$ cat src/rtl/sine_tone_pcm_byte_generator_defines.svh
// ----------------------------------------------------------------------------
// Assertion macros for the sine tone PCM byte generator
// Shared property forms, clocked on aclk and off during reset.
// ----------------------------------------------------------------------------
`ifndef SINE_TONE_PCM_BYTE_GENERATOR_DEFINES_SVH
`define SINE_TONE_PCM_BYTE_GENERATOR_DEFINES_SVH

// cons must hold in the same cycle as ante
`define STPG_ASSERT_SAME(label, ante, cons, msg) \
    label: assert property (@(posedge aclk) disable iff (!aresetn) (ante) |-> (cons)) \
        else $error(msg);

// cons must hold in the cycle after ante
`define STPG_ASSERT_NEXT(label, ante, cons, msg) \
    label: assert property (@(posedge aclk) disable iff (!aresetn) (ante) |=> (cons)) \
        else $error(msg);

`endif

$ cat src/rtl/stpg_pkg.sv
// ----------------------------------------------------------------------------
// stpg_pkg
// Types, constants and codes shared by the sine tone PCM byte generator.
// ----------------------------------------------------------------------------
package stpg_pkg;

    localparam int SINE_TABLE_BITS_DEF = 10;
    localparam int MAX_CHANNELS_DEF    = 8;

    localparam int CC_W       = 4;         // channel_count register width
    localparam int CH_CALC_W  = CC_W + 1;  // room for channel count up to 16
    localparam int CFG_IDX_W  = 3;
    localparam int CFG_DATA_W = 32;

    localparam int QUEUE_DEPTH = 4;        // front to back item queue
    localparam int LA_DEPTH    = 16;       // precomputed samples in flight or held

    // sin(pi/2*x) odd polynomial, Q30
    localparam logic [31:0] POLY_A1 = 32'd1686629713;
    localparam logic [31:0] POLY_A3 = 32'd693598668;
    localparam logic [31:0] POLY_A5 = 32'd85569305;
    localparam logic [31:0] POLY_A7 = 32'd5026995;
    localparam logic [31:0] POLY_A9 = 32'd172272;

    typedef enum logic [CFG_IDX_W-1:0] {
        REG_PHASE_INC     = 3'd0,
        REG_INITIAL_PHASE = 3'd1,
        REG_AMPLITUDE     = 3'd2,
        REG_DC_OFFSET     = 3'd3,
        REG_CHANNEL_COUNT = 3'd4,
        REG_SAMPLE_FORMAT = 3'd5,
        REG_MUTE          = 3'd6
    } reg_idx_t;

    typedef enum logic [1:0] {
        FMT_U8  = 2'd0,
        FMT_S16 = 2'd1,
        FMT_S24 = 2'd2,
        FMT_S32 = 2'd3
    } fmt_t;

    typedef struct packed {
        logic            mute;
        logic [CC_W-1:0] channel_count;
        fmt_t            sample_format;
    } front_cfg_t;

    // one classified item as it travels from front to back
    typedef struct packed {
        logic       mute;
        logic       restart;
        logic       start;
        logic [1:0] byte_sel;
        logic       last;
        logic       bdone;
    } item_cls_t;

    typedef struct packed {
        logic signed [15:0] amplitude;
        logic signed [15:0] dc_offset;
        fmt_t               sample_format;
    } sine_cfg_t;

    typedef struct packed {
        logic        flush;
        logic        valid;
        logic [31:0] phase;
    } sine_req_t;

    typedef struct packed {
        logic [31:0] phase_increment;
        logic [31:0] initial_phase;
    } back_cfg_t;

endpackage

$ cat src/rtl/stpg_front.sv
// ----------------------------------------------------------------------------
// stpg_front
// Accepts request items and tracks byte and channel position in the frame.
// ----------------------------------------------------------------------------
module stpg_front #(
    parameter int MAX_CHANNELS = stpg_pkg::MAX_CHANNELS_DEF
) (
    input  logic                  aclk,
    input  logic                  aresetn,
    input  logic                  s_tvalid,
    output logic                  s_tready,
    input  logic                  restart,
    input  logic                  buffer_end,
    input  stpg_pkg::front_cfg_t  cfg,
    output logic                  q_push,
    output stpg_pkg::item_cls_t   q_item,
    input  logic                  q_full
);

    localparam int CH_W = (MAX_CHANNELS > 1) ? $clog2(MAX_CHANNELS) : 1;
    localparam int CW   = stpg_pkg::CH_CALC_W;
    localparam logic [CW-1:0] MAX_CH = CW'(MAX_CHANNELS);

    logic [1:0]      bis_reg, bis_next;
    logic [CH_W-1:0] ci_reg, ci_next;

    logic [2:0]    bps, bis0, bis1;
    logic [CW-1:0] chans, cc_ext, ci0, ci1;
    logic          last;

    assign s_tready = !q_full;
    assign q_push   = s_tvalid && !q_full;

    assign cc_ext = {1'b0, cfg.channel_count};
    assign chans  = (cc_ext == '0) ? CW'(1) : ((cc_ext > MAX_CH) ? MAX_CH : cc_ext);
    assign bps    = {1'b0, cfg.sample_format} + 3'd1;

    always_comb begin
        bis0 = {1'b0, bis_reg};
        ci0  = CW'(ci_reg);
        if (restart) begin
            bis0 = '0;
            ci0  = '0;
        end
        // format shrank mid-frame
        if (bis0 >= bps) begin
            bis0 = '0;
            ci0  = ci0 + CW'(1);
        end
        // channel count shrank mid-frame
        if (ci0 >= chans) begin
            ci0  = '0;
            bis0 = '0;
        end
        bis1 = bis0 + 3'd1;
        ci1  = ci0;
        last = 1'b0;
        if (bis1 >= bps) begin
            bis1 = '0;
            ci1  = ci0 + CW'(1);
            if (ci1 >= chans) begin
                ci1  = '0;
                last = 1'b1;
            end
        end
    end

    always_comb begin
        q_item.bdone = buffer_end;
        if (cfg.mute) begin
            q_item.mute     = 1'b1;
            q_item.restart  = 1'b0;
            q_item.start    = 1'b0;
            q_item.byte_sel = 2'd0;
            q_item.last     = 1'b0;
        end else begin
            q_item.mute     = 1'b0;
            q_item.restart  = restart;
            q_item.start    = (bis0 == 3'd0) && (ci0 == '0);
            q_item.byte_sel = bis0[1:0];
            q_item.last     = last;
        end
    end

    assign bis_next = (q_push && !cfg.mute) ? bis1[1:0] : bis_reg;
    assign ci_next  = (q_push && !cfg.mute) ? CH_W'(ci1) : ci_reg;

    always_ff @(posedge aclk) begin
        if (!aresetn) begin
            bis_reg <= '0;
            ci_reg  <= '0;
        end else begin
            bis_reg <= bis_next;
            ci_reg  <= ci_next;
        end
    end

endmodule

$ cat config.mk
export PLATFORM = sky130hd
export DESIGN_NAME = stpg_front
export DESIGN_NICKNAME = d
export VERILOG_FILES = /design/src/rtl/sine_tone_pcm_byte_generator_defines.svh /design/src/rtl/stpg_pkg.sv /design/src/rtl/stpg_front.sv
export SDC_FILE = /design/constraint.sdc
export NUM_CORES = 1
export LEC_CHECK = 0
export BUFFER_PORTS_ARGS = -buffer_cell sky130_fd_sc_hd__buf_2
export CAP_MARGIN = 20
export CORE_ASPECT_RATIO = 0.75
export CORE_MARGIN = 1.5
export CORE_UTILIZATION = 49
export DETAILED_ROUTE_END_ITERATION = 10
export MAX_ROUTING_LAYER = met4
export PLACE_DENSITY = 0.72
export SKIP_CTS_REPAIR_TIMING = 1
export SLEW_MARGIN = 20
export SYNTH_ARGS = -nofsm -noshare
export SYNTH_HDL_FRONTEND = slang
export SYNTH_SLANG_ARGS = --single-unit
$ cat constraint.sdc
create_clock -name aclk -period 8.3 [get_ports aclk]
set_clock_uncertainty 0.2 [all_clocks]
set_input_delay 2.49 -clock aclk [delete_from_list [all_inputs] [get_ports aclk]]
set_output_delay 2.49 -clock aclk [all_outputs]
set_load 0.02 [all_outputs]
==> results.md <==
* Status: finished, violations left
* Failing checks: setup timing
* Hold Vio Cnt, Final at 0
* Cells after DPL at 181
* Simple-gate share of the synthesized area at 0.322
* Slew HR at 0.751
* HPWL Detailed at 2350 um
* Flops & latches, synth at 5
* Post-route insts no fill at 187
* Fin. max-slew vios at 0
* Number of top-level pins at 22
* Area of the multi-input gates at 988 um2
* Finished Core Util at 0.850
* CTS tree: done
* Max frequency at 114 MHz
* Initial Util at 0.547
* CTS Buffer Depth at 2
* Area Growth Syn to Fin at 55.5%
* Tcrit/Tclk final at 1.06
* DR top layer: met4
* Sequential area share after synthesis at 0.101
* RSZ-0062 raised after global routing: true
* VDD IR-drop max at 0.0756 mV
* Routed wl met2 at 1390 um
* Max-Cap Viols at 0
* Most used cell, CP: ha_4
* Share of cells above drive strength 1 at 0.582
* Compound-Gate Fraction of Synth Area at 0.237
* Global-route wire length before repair at 4270 um
* Crit-path cells: buf_12, inv_12, nand2_4, ha_4, nor2b_4, maj3_2, nor2_4, xor2_2, inv_2, ha_4, nand2b_4, a2111oi_4, or2_4, nand2_4, inv_4, ha_4, xor2_1, ha_2, o21ai_2, o21bai_2, a31oi_2, nor3_4, buf_6
* Final min period at 8.81 ns
* Die ar. at 2320 um2
* Wire length on met1 at 1320 um
* Worst Hold Class: reg2reg
* Hold WS at 0.297 ns
* Met3 WL post-DR at 156 um
* Largest family of logic cells by synthesized area: simple AND/OR/NAND/NOR gates
* Most frequent cells in the layout: buf_4, buf_2, nand2_1
* Synth top area cells: ha_1, dfxtp_1, a2111oi_4
* GP Congestion at 0.818
* Netlist cell types at 40
* Gr usage total at 0.266
* Design area at 1550 um2
* Cell taking the most area after synthesis: ha_1
* Leading cell type in the layout, fill and taps excluded: buf_4
* Max incr delay on CP at 0.39 ns
* Post-synthesis mux area share at 0.0113
* Number of global-route vias before repair at 975
* Setup TNS Final at -0.506 ns
* Critical path class: in2out
* Sink Count at 5
* Diode count at 0
* Layout fillers at 110
* Crit start category: input pin
* Async set or reset register ratio after synthesis at 0
* Dominant synthesized flop cell: dfxtp_1
* Mapped Cells at 117
* Skew-Pair Late Insertion Delay at 0.27 ns
* Post-DR vias/cell at 5.66
* Synth Area per Inst at 8.51 um2
* DRT Wirelength at 2900 um
* Routed wire per std cell at 15.5 um
* Core box area at 1820 um2
* Register area at 100 um2
* Syn. warnings at 0
* Post-place instance area at 1430 um2
* Post-synthesis net count at 147
* Root Buffer: clkbuf_4
* Die Span Y at 42.0 um
* Slowest library cell on the worst path: a2111oi_4
* # rows at 13
* Total design power at 138 uW
* Synthesized cell area at 996 um2
* Die Width at 55.1 um
* CP arrival at 6.12 ns
* Worst endpoint required time at 5.61 ns
* Crit Path Max Fanout at 5
* Setup violators final at 1
* Leak at 0.726 nW
* GR Overflow Total at 0
* Post-synth EDFFs at 0
* Worst path bufs/invs at 5
* Post-route DRC at 0
* Synth Area in XOR/XNOR at 0.0176
* Largest net degree at the start of global routing at 9
* Post-DRT Antenna Nets at 0
* DRT iter0 DRCs at 23
* Pre-CTS WS at -0.609 ns
* TritonCTS Buffers at 3
* CTS H-tree lvls at 1
* Critical path's top delay family: adder cells
* CTS clk-pin slew, worst paths at 0.04 ns
* Max FFs per register at 3
* Initial antenna violation count at 0
* Top-area cell type share of the netlist area at 0.214
* Critical path endpoint category: output pin
* Port buffer count at 19
* Power per cell area at 89.3 nW/um2
* Adder-Cell Fraction of Synth Area at 0.236
* Layout Nets at 196
* Worst-Margin Slew at 0.373 ns
* Vias at 1,058
* Post-route setup slack at -0.506 ns
* Drt first pass iters at 4
cells by family after synthesis:
logic type | count (synthesis)
simple gates | 51
compound gates | 22
fa+ha+maj | 19
buf+inv | 17
flops | 5
xor+xnor | 2
mux | 1
final cells by class:
| type | instances | share of cell area |
|---|---|---|
| multi-input cells | 95 | 0.638 |
| repair buffers | 47 | 0.217 |
| flip-flops and latches | 5 | 0.0646 |
| inverters | 14 | 0.0452 |
| well taps | 22 | 0.0178 |
| clock buffers | 4 | 0.0170 |
routing by layer:
metal  global-route usage  vias to the layer above
li1                     -                      513
met1                0.343                      503
met2                0.417                       38
met3               0.0464                        4
met4               0.0878                        0
met5                    -                        -
final timing paths:
path	startpoint	endpoint	slack, ns	cells after the start
worst max-delay path	restart	q_item[1]	-0.51	23
worst min-delay path	bis_reg[0]$_SDFFE_PN0P_	bis_reg[0]$_SDFFE_PN0P_	0.30	2
worst max register to register	bis_reg[0]$_SDFFE_PN0P_	ci_reg[2]$_SDFFE_PN0P_	3.40	22
worst min register to register	bis_reg[0]$_SDFFE_PN0P_	bis_reg[0]$_SDFFE_PN0P_	0.30	2
Yosys cell counts (3+ instances only):
| cell type | number |
|---|---|
| nor2_1 | 10 |
| buf_4 | 3 |
| a31oi_1 | 4 |
| nor2b_1 | 3 |
| inv_1 | 12 |
| a2111oi_4 | 3 |
| nand2_1 | 14 |
| a21oi_1 | 3 |
| nand2b_1 | 4 |
| or3_1 | 3 |
| ha_1 | 17 |
| dfxtp_1 | 5 |
power breakdown:
part           switching (mW)  leakage (nW)  total, mW  internal, mW
sequential           0.000665        0.0405     0.0258        0.0252
combinational          0.0396         0.671     0.0805        0.0409
clock                  0.0136        0.0150     0.0320        0.0184
tightest hold or removal path, stage by stage (launching register included):
cell and delay [ns]:
dfxtp_1 0.33, nand2_1 0.06, a21oi_1 0.06
(Power assumes the default switching activity.)
