===== config.mk =====
export PLATFORM = sky130hd
export DESIGN_NAME = stpg_back
export DESIGN_NICKNAME = d
export VERILOG_FILES = /design/src/rtl/sine_tone_pcm_byte_generator_defines.svh /design/src/rtl/stpg_pkg.sv /design/src/rtl/stpg_back.sv
export SDC_FILE = /design/constraint.sdc
export NUM_CORES = 1
export LEC_CHECK = 0
export ABC_AREA = 1
export BUFFER_PORTS_ARGS = -buffer_cell sky130_fd_sc_hd__buf_4
export CORE_MARGIN = 10
export CORE_UTILIZATION = 30
export DETAILED_ROUTE_END_ITERATION = 8
export PLACE_DENSITY = 0.52
export SETUP_SLACK_MARGIN = 0.2
export SLEW_MARGIN = 10
export SYNTH_ARGS = -nofsm -noshare
export SYNTH_HDL_FRONTEND = slang
export SYNTH_SLANG_ARGS = --single-unit

===== constraint.sdc =====
create_clock -name aclk -period 4.4 [get_ports aclk]
set_input_delay 0.66 -clock aclk [delete_from_list [all_inputs] [get_ports aclk]]
set_output_delay 0.66 -clock aclk [all_outputs]
set_load 0.01 [all_outputs]

===== src/rtl/sine_tone_pcm_byte_generator_defines.svh =====
// ----------------------------------------------------------------------------
// Assertion macros for the sine tone PCM byte generator
// Shared property forms, clocked on aclk and off during reset.
// ----------------------------------------------------------------------------
`ifndef SINE_TONE_PCM_BYTE_GENERATOR_DEFINES_SVH
`define SINE_TONE_PCM_BYTE_GENERATOR_DEFINES_SVH

// cons must hold in the same cycle as ante
`define STPG_ASSERT_SAME(label, ante, cons, msg) \
    label: assert property (@(posedge aclk) disable iff (!aresetn) (ante) |-> (cons)) \
        else $error(msg);

// cons must hold in the cycle after ante
`define STPG_ASSERT_NEXT(label, ante, cons, msg) \
    label: assert property (@(posedge aclk) disable iff (!aresetn) (ante) |=> (cons)) \
        else $error(msg);

`endif


===== src/rtl/stpg_pkg.sv =====
// ----------------------------------------------------------------------------
// stpg_pkg
// Types, constants and codes shared by the sine tone PCM byte generator.
// ----------------------------------------------------------------------------
package stpg_pkg;

    localparam int SINE_TABLE_BITS_DEF = 10;
    localparam int MAX_CHANNELS_DEF    = 8;

    localparam int CC_W       = 4;         // channel_count register width
    localparam int CH_CALC_W  = CC_W + 1;  // room for channel count up to 16
    localparam int CFG_IDX_W  = 3;
    localparam int CFG_DATA_W = 32;

    localparam int QUEUE_DEPTH = 4;        // front to back item queue
    localparam int LA_DEPTH    = 16;       // precomputed samples in flight or held

    // sin(pi/2*x) odd polynomial, Q30
    localparam logic [31:0] POLY_A1 = 32'd1686629713;
    localparam logic [31:0] POLY_A3 = 32'd693598668;
    localparam logic [31:0] POLY_A5 = 32'd85569305;
    localparam logic [31:0] POLY_A7 = 32'd5026995;
    localparam logic [31:0] POLY_A9 = 32'd172272;

    typedef enum logic [CFG_IDX_W-1:0] {
        REG_PHASE_INC     = 3'd0,
        REG_INITIAL_PHASE = 3'd1,
        REG_AMPLITUDE     = 3'd2,
        REG_DC_OFFSET     = 3'd3,
        REG_CHANNEL_COUNT = 3'd4,
        REG_SAMPLE_FORMAT = 3'd5,
        REG_MUTE          = 3'd6
    } reg_idx_t;

    typedef enum logic [1:0] {
        FMT_U8  = 2'd0,
        FMT_S16 = 2'd1,
        FMT_S24 = 2'd2,
        FMT_S32 = 2'd3
    } fmt_t;

    typedef struct packed {
        logic            mute;
        logic [CC_W-1:0] channel_count;
        fmt_t            sample_format;
    } front_cfg_t;

    // one classified item as it travels from front to back
    typedef struct packed {
        logic       mute;
        logic       restart;
        logic       start;
        logic [1:0] byte_sel;
        logic       last;
        logic       bdone;
    } item_cls_t;

    typedef struct packed {
        logic signed [15:0] amplitude;
        logic signed [15:0] dc_offset;
        fmt_t               sample_format;
    } sine_cfg_t;

    typedef struct packed {
        logic        flush;
        logic        valid;
        logic [31:0] phase;
    } sine_req_t;

    typedef struct packed {
        logic [31:0] phase_increment;
        logic [31:0] initial_phase;
    } back_cfg_t;

endpackage


===== src/rtl/stpg_back.sv =====
// ----------------------------------------------------------------------------
// stpg_back
// Runs the phase ahead into the sample pipeline, holds the current sample
// and drives the output byte register.
// ----------------------------------------------------------------------------
module stpg_back (
    input  logic                 aclk,
    input  logic                 aresetn,
    input  logic                 q_valid,
    input  stpg_pkg::item_cls_t  q_item,
    output logic                 q_pop,
    input  stpg_pkg::back_cfg_t  cfg,
    input  logic                 cfg_write,
    output stpg_pkg::sine_req_t  sreq,
    input  logic                 res_valid,
    input  logic [31:0]          res_sample,
    output logic                 out_valid,
    input  logic                 out_ready,
    output logic [7:0]           out_data,
    output logic                 out_last,
    output logic                 out_bdone
);

    localparam int DEPTH = stpg_pkg::LA_DEPTH;
    localparam int PTR_W = (DEPTH > 1) ? $clog2(DEPTH) : 1;
    localparam int CNT_W = $clog2(DEPTH + 1);

    logic [31:0]      la_mem_reg [DEPTH];
    logic [PTR_W-1:0] la_wr_reg, la_rd_reg;
    logic [CNT_W-1:0] la_cnt_reg, credit_reg;
    logic [31:0]      arch_phase_reg, gen_phase_reg, held_reg;
    logic             rst_served_reg;
    logic             valid_reg, last_reg, bdone_reg;
    logic [7:0]       data_reg;

    logic        out_free, do_rflush, flush, can_go, consume, issue, la_push;
    logic [31:0] la_head, src;
    logic [7:0]  byte_sel_data;

    assign out_free  = !valid_reg || out_ready;
    assign do_rflush = q_valid && q_item.restart && !rst_served_reg;
    assign flush     = do_rflush || cfg_write;
    assign can_go    = q_valid && out_free && !do_rflush && !cfg_write &&
                       (q_item.mute || !q_item.start || (la_cnt_reg != '0));
    assign consume   = can_go && !q_item.mute && q_item.start;
    assign issue     = !flush && (credit_reg < CNT_W'(DEPTH));
    assign la_push   = res_valid && !flush;
    assign q_pop     = can_go;

    assign la_head       = la_mem_reg[la_rd_reg];
    assign src           = consume ? la_head : held_reg;
    assign byte_sel_data = src[{q_item.byte_sel, 3'b000} +: 8];

    assign sreq.flush = flush;
    assign sreq.valid = issue;
    assign sreq.phase = gen_phase_reg;

    always_ff @(posedge aclk) begin
        if (la_push) begin
            la_mem_reg[la_wr_reg] <= res_sample;
        end
    end

    always_ff @(posedge aclk) begin
        if (can_go) begin
            data_reg  <= q_item.mute ? 8'd0 : byte_sel_data;
            last_reg  <= q_item.last && !q_item.mute;
            bdone_reg <= q_item.bdone;
        end
    end

    always_ff @(posedge aclk) begin
        if (!aresetn) begin
            la_wr_reg      <= '0;
            la_rd_reg      <= '0;
            la_cnt_reg     <= '0;
            credit_reg     <= '0;
            arch_phase_reg <= '0;
            gen_phase_reg  <= '0;
            held_reg       <= '0;
            rst_served_reg <= 1'b0;
            valid_reg      <= 1'b0;
        end else begin
            if (can_go) begin
                valid_reg <= 1'b1;
            end else if (out_ready) begin
                valid_reg <= 1'b0;
            end

            if (can_go) begin
                rst_served_reg <= 1'b0;
            end else if (do_rflush) begin
                rst_served_reg <= 1'b1;
            end

            if (consume) begin
                held_reg <= la_head;
            end

            if (do_rflush) begin
                arch_phase_reg <= cfg.initial_phase;
            end else if (consume) begin
                arch_phase_reg <= arch_phase_reg + cfg.phase_increment;
            end

            if (flush) begin
                gen_phase_reg <= do_rflush ? cfg.initial_phase : arch_phase_reg;
                credit_reg    <= '0;
                la_wr_reg     <= '0;
                la_rd_reg     <= '0;
                la_cnt_reg    <= '0;
            end else begin
                if (issue) begin
                    gen_phase_reg <= gen_phase_reg + cfg.phase_increment;
                end
                unique case ({issue, consume})
                    2'b10:   credit_reg <= credit_reg + CNT_W'(1);
                    2'b01:   credit_reg <= credit_reg - CNT_W'(1);
                    default: credit_reg <= credit_reg;
                endcase
                if (la_push) begin
                    la_wr_reg <= (la_wr_reg == PTR_W'(DEPTH - 1)) ? '0 : la_wr_reg + PTR_W'(1);
                end
                if (consume) begin
                    la_rd_reg <= (la_rd_reg == PTR_W'(DEPTH - 1)) ? '0 : la_rd_reg + PTR_W'(1);
                end
                unique case ({la_push, consume})
                    2'b10:   la_cnt_reg <= la_cnt_reg + CNT_W'(1);
                    2'b01:   la_cnt_reg <= la_cnt_reg - CNT_W'(1);
                    default: la_cnt_reg <= la_cnt_reg;
                endcase
            end
        end
    end

    assign out_valid = valid_reg;
    assign out_data  = data_reg;
    assign out_last  = last_reg;
    assign out_bdone = bdone_reg;

endmodule


==> results.sh <==
export IMPL_outcome="complete, no violations"
export IMPL_cp_common_cell="nand2_1"
export IMPL_syn2layout_area_growth_pct=16.9
export IMPL_holdBufCountCts=0
export IMPL_synth_warnings=0
export IMPL_p_leak_nw=14.5
export IMPL_io_pins=155
export IMPL_fin_ws_ps=1570
export IMPL_rows=117
export IMPL_ctsRootBufferMaster="clkbuf_16"
export IMPL_final_hold_violation_count=0
export IMPL_grt_first_pass_wirelength_mm=144
export IMPL_cp_top_family="buffers and inverters"
export IMPL_routed_via_count=23780
export IMPL_worst_pin_slew_ps=1040
export IMPL_rsz0062_at_grt="false"
export IMPL_cts_inserted_buffers=75
export IMPL_yosysSeqAreaShare_pct=58.8
export IMPL_nets=3726
export IMPL_hold_depth=1
export IMPL_critPathSlowestCell="buf_4"
export IMPL_p_per_area_nw_per_um2=392
export IMPL_core_area_um2=102000
export IMPL_final_period_utilization_pct=64.3
export IMPL_cts_resized_gates=0
export IMPL_drv_slew=0
export IMPL_initial_utilization_pct=30.2
export IMPL_whs_ps=206
export IMPL_dieArea_um2=116000
export IMPL_wl_per_cell_um=19.3
export IMPL_ys_ff_latch=642
export IMPL_cp_end_kind="flop"
export IMPL_required_ps=4940
export IMPL_io_buffer_count=154
export IMPL_critPathKind="flop to flop"
export IMPL_vdd_drop_max_uv=317
export IMPL_synth_area_per_cell_um2=9.00
export IMPL_async_reset_ff_share_pct=0
export IMPL_syn_inst=3420
export IMPL_cp_num_buf_inv=4
export IMPL_cts_tree="built"
export IMPL_die_h_um=340
export IMPL_drc=0
export IMPL_grt_pass1_vias=22785
export IMPL_dp_hpwl_mm=60.1
export IMPL_post_cts_buffers=0
export IMPL_largest_reg_flops=512
export IMPL_fin_util_pct=35.4
export IMPL_syn_area_um2=30800
export IMPL_crit_cells=17
export IMPL_viasPerCell=4.78
export IMPL_r2r_cells=17
export IMPL_maxCapViolCount=0
export IMPL_crit_chain="nor2_4 > nor2_4 > inv_1 > buf_4 > nor2_1 > buf_4 > inv_1 > ha_1 > xor2_1 > ha_1 > a21o_1 > nand2_1 > nand2_1 > a21oi_1 > xor2_1 > nand2_1 > a21oi_1"
export IMPL_setup_viol=0
export IMPL_place_worst_setup_slack_ps=1090
export IMPL_synth_edf_count=522
export IMPL_critical_path_peak_fanout=18
export IMPL_fin_crit_ps=2830
export IMPL_final_setup_skew_ps=27.9
export IMPL_max_freq_mhz=353
export IMPL_cp_arrival_ps=3370
export IMPL_setup_tns_final_ps=0
export IMPL_htree_num_levels=3
export IMPL_clk_latency_ps=640
export IMPL_critPathMaxStageDelay_ps=340
export IMPL_slew_headroom_pct=30.9
export IMPL_startpoint_type="flop"
export IMPL_drt_pass1_iter_count=7
export IMPL_synth_cell_type_count=39
export IMPL_ant_nets=0
export IMPL_gp_congestion=0.901
export IMPL_cts_path_max_buffers=3
export IMPL_wl_mm=96.0
export IMPL_grt_max_degree=173
export IMPL_drt_iter0_drc=2005
export IMPL_clkTransAtPathRegs_ps=70
export IMPL_synthFlopType="edfxtp_1"
export IMPL_syn_num_nets=3605
export IMPL_grt_antenna_before_repair=5
export IMPL_drive_gt1_share_pct=9.60
export IMPL_cts_sinks=642
export IMPL_grt_use_total_pct=16.1
export IMPL_die_width_um=340
export IMPL_hp_class="primary input to flop"
export IMPL_grt_ovfl_total=0
==> cells by family (layout without fill, tap and decap cells) <==
family,count (synthesis),after routing,synth area share (%)
AOI/OAI and AO/OA,342,342,5.80
xor gates and xnor gates,29,29,0.825
adders and majority gates,76,76,3.14
buffers and inverters,397,581,5.26
DFF,642,642,58.8
other,0,2,0
and+or+nand+nor,1934,1934,26.2
==> final timing paths <==
| kind | from | endpoint | slack (ps) |
|---|---|---|---|
| max | rst_served_reg$_SDFFE_PP0P_ | credit_reg[4]$_SDFFE_PP0P_ | 1570 |
| min | q_item[0] | out_bdone$_DFFE_PP_ | 210 |
| max reg2reg | rst_served_reg$_SDFFE_PP0P_ | credit_reg[4]$_SDFFE_PP0P_ | 1570 |
| min reg2reg | held_reg[2]$_SDFF_PN0_ | held_reg[2]$_SDFF_PN0_ | 470 |
==> cells in the final DEF (no fill, tap or decap), types with 13 or more instances in the layout <==
| master | Yosys | final |
|---|---|---|
| buf_12 | 0 | 13 |
| o21ai_0 | 119 | 119 |
| clkinv_1 | 2 | 18 |
| ha_1 | 74 | 74 |
| nand2_1 | 1204 | 1204 |
| dfxtp_1 | 120 | 116 |
| nand3_1 | 534 | 534 |
| a21oi_1 | 183 | 183 |
| nor2_1 | 148 | 132 |
| inv_1 | 232 | 231 |
| nor2_4 | 2 | 18 |
| clkbuf_1 | 52 | 18 |
| xor2_1 | 24 | 24 |
| edfxtp_1 | 522 | 522 |
| a31oi_1 | 13 | 13 |
| clkbuf_16 | 0 | 76 |
| nor3_1 | 13 | 13 |
| buf_4 | 8 | 189 |
==> cell type report <==
class | count | area [µm²]
fillers | 10378 | 65800
flip-flops and latches | 642 | 18100
multi-input cells | 2381 | 11200
clock buffers | 95 | 1980
well taps | 1368 | 1710
repair buffers | 202 | 1680
inverters | 239 | 907
clock inverters | 45 | 407
diodes | 2 | 5.00
==> through the flow <==
stage	instances	total power, mW	cell area, µm²
6_report	4974	14.1	36000
4_1_cts	4972	14.2	36000
3_3_place_gp	4832	8.15	33600
5_1_grt	4974	14.7	36000
3_5_place_dp	4832	8.16	33600
2_1_floorplan	3420	7.62	30800
==> synthesized netlist by cell type (all sizes together), types with 9 or more instances <==
cell,count,share of area (%)
xor2,24,0.68
nand3,534,8.7
buf,106,1.7
o21ai,125,2.0
edfxtp,522,51
a21oi,183,3.0
nor3,13,0.21
nand4,11,0.27
nor2,151,1.9
o21bai,9,0.22
dfxtp,120,7.8
nand2,1204,15
ha,74,3.0
inv,237,2.9
a31oi,13,0.26
clkbuf,52,0.63
==> worst register-to-register path, cell delays in order (launching register included) <==
cell and delay [ps]:
dfxtp_1 330, nor2_4 130, nor2_4 40, inv_1 230, buf_4 340, nor2_1 70, buf_4 160, inv_1 70
ha_1 270, xor2_1 130, ha_1 200, a21o_1 170, nand2_1 70, nand2_1 50, a21oi_1 160, xor2_1 160
nand2_1 60, a21oi_1 110
==> per-layer routing <==
metal	global-route usage (%)	routed length [µm]	part of all wire, %	vias up
met5	0	52	0.054	-
met4	5.00	2570	2.7	6
met3	2.86	5280	5.5	149
met2	26.1	44300	46	595
met1	21.8	43800	46	11226
li1	-	-	-	11804
==> power by group <==
| part | switching, mW | internal (mW) | leakage [nW] | total (mW) |
|---|---|---|---|---|
| registers | 0.0621 | 6.64 | 5.69 | 6.70 |
| logic | 0.875 | 0.456 | 7.61 | 1.33 |
| clock network | 2.59 | 3.47 | 1.15 | 6.06 |
Power figures use the tool's default switching activity.
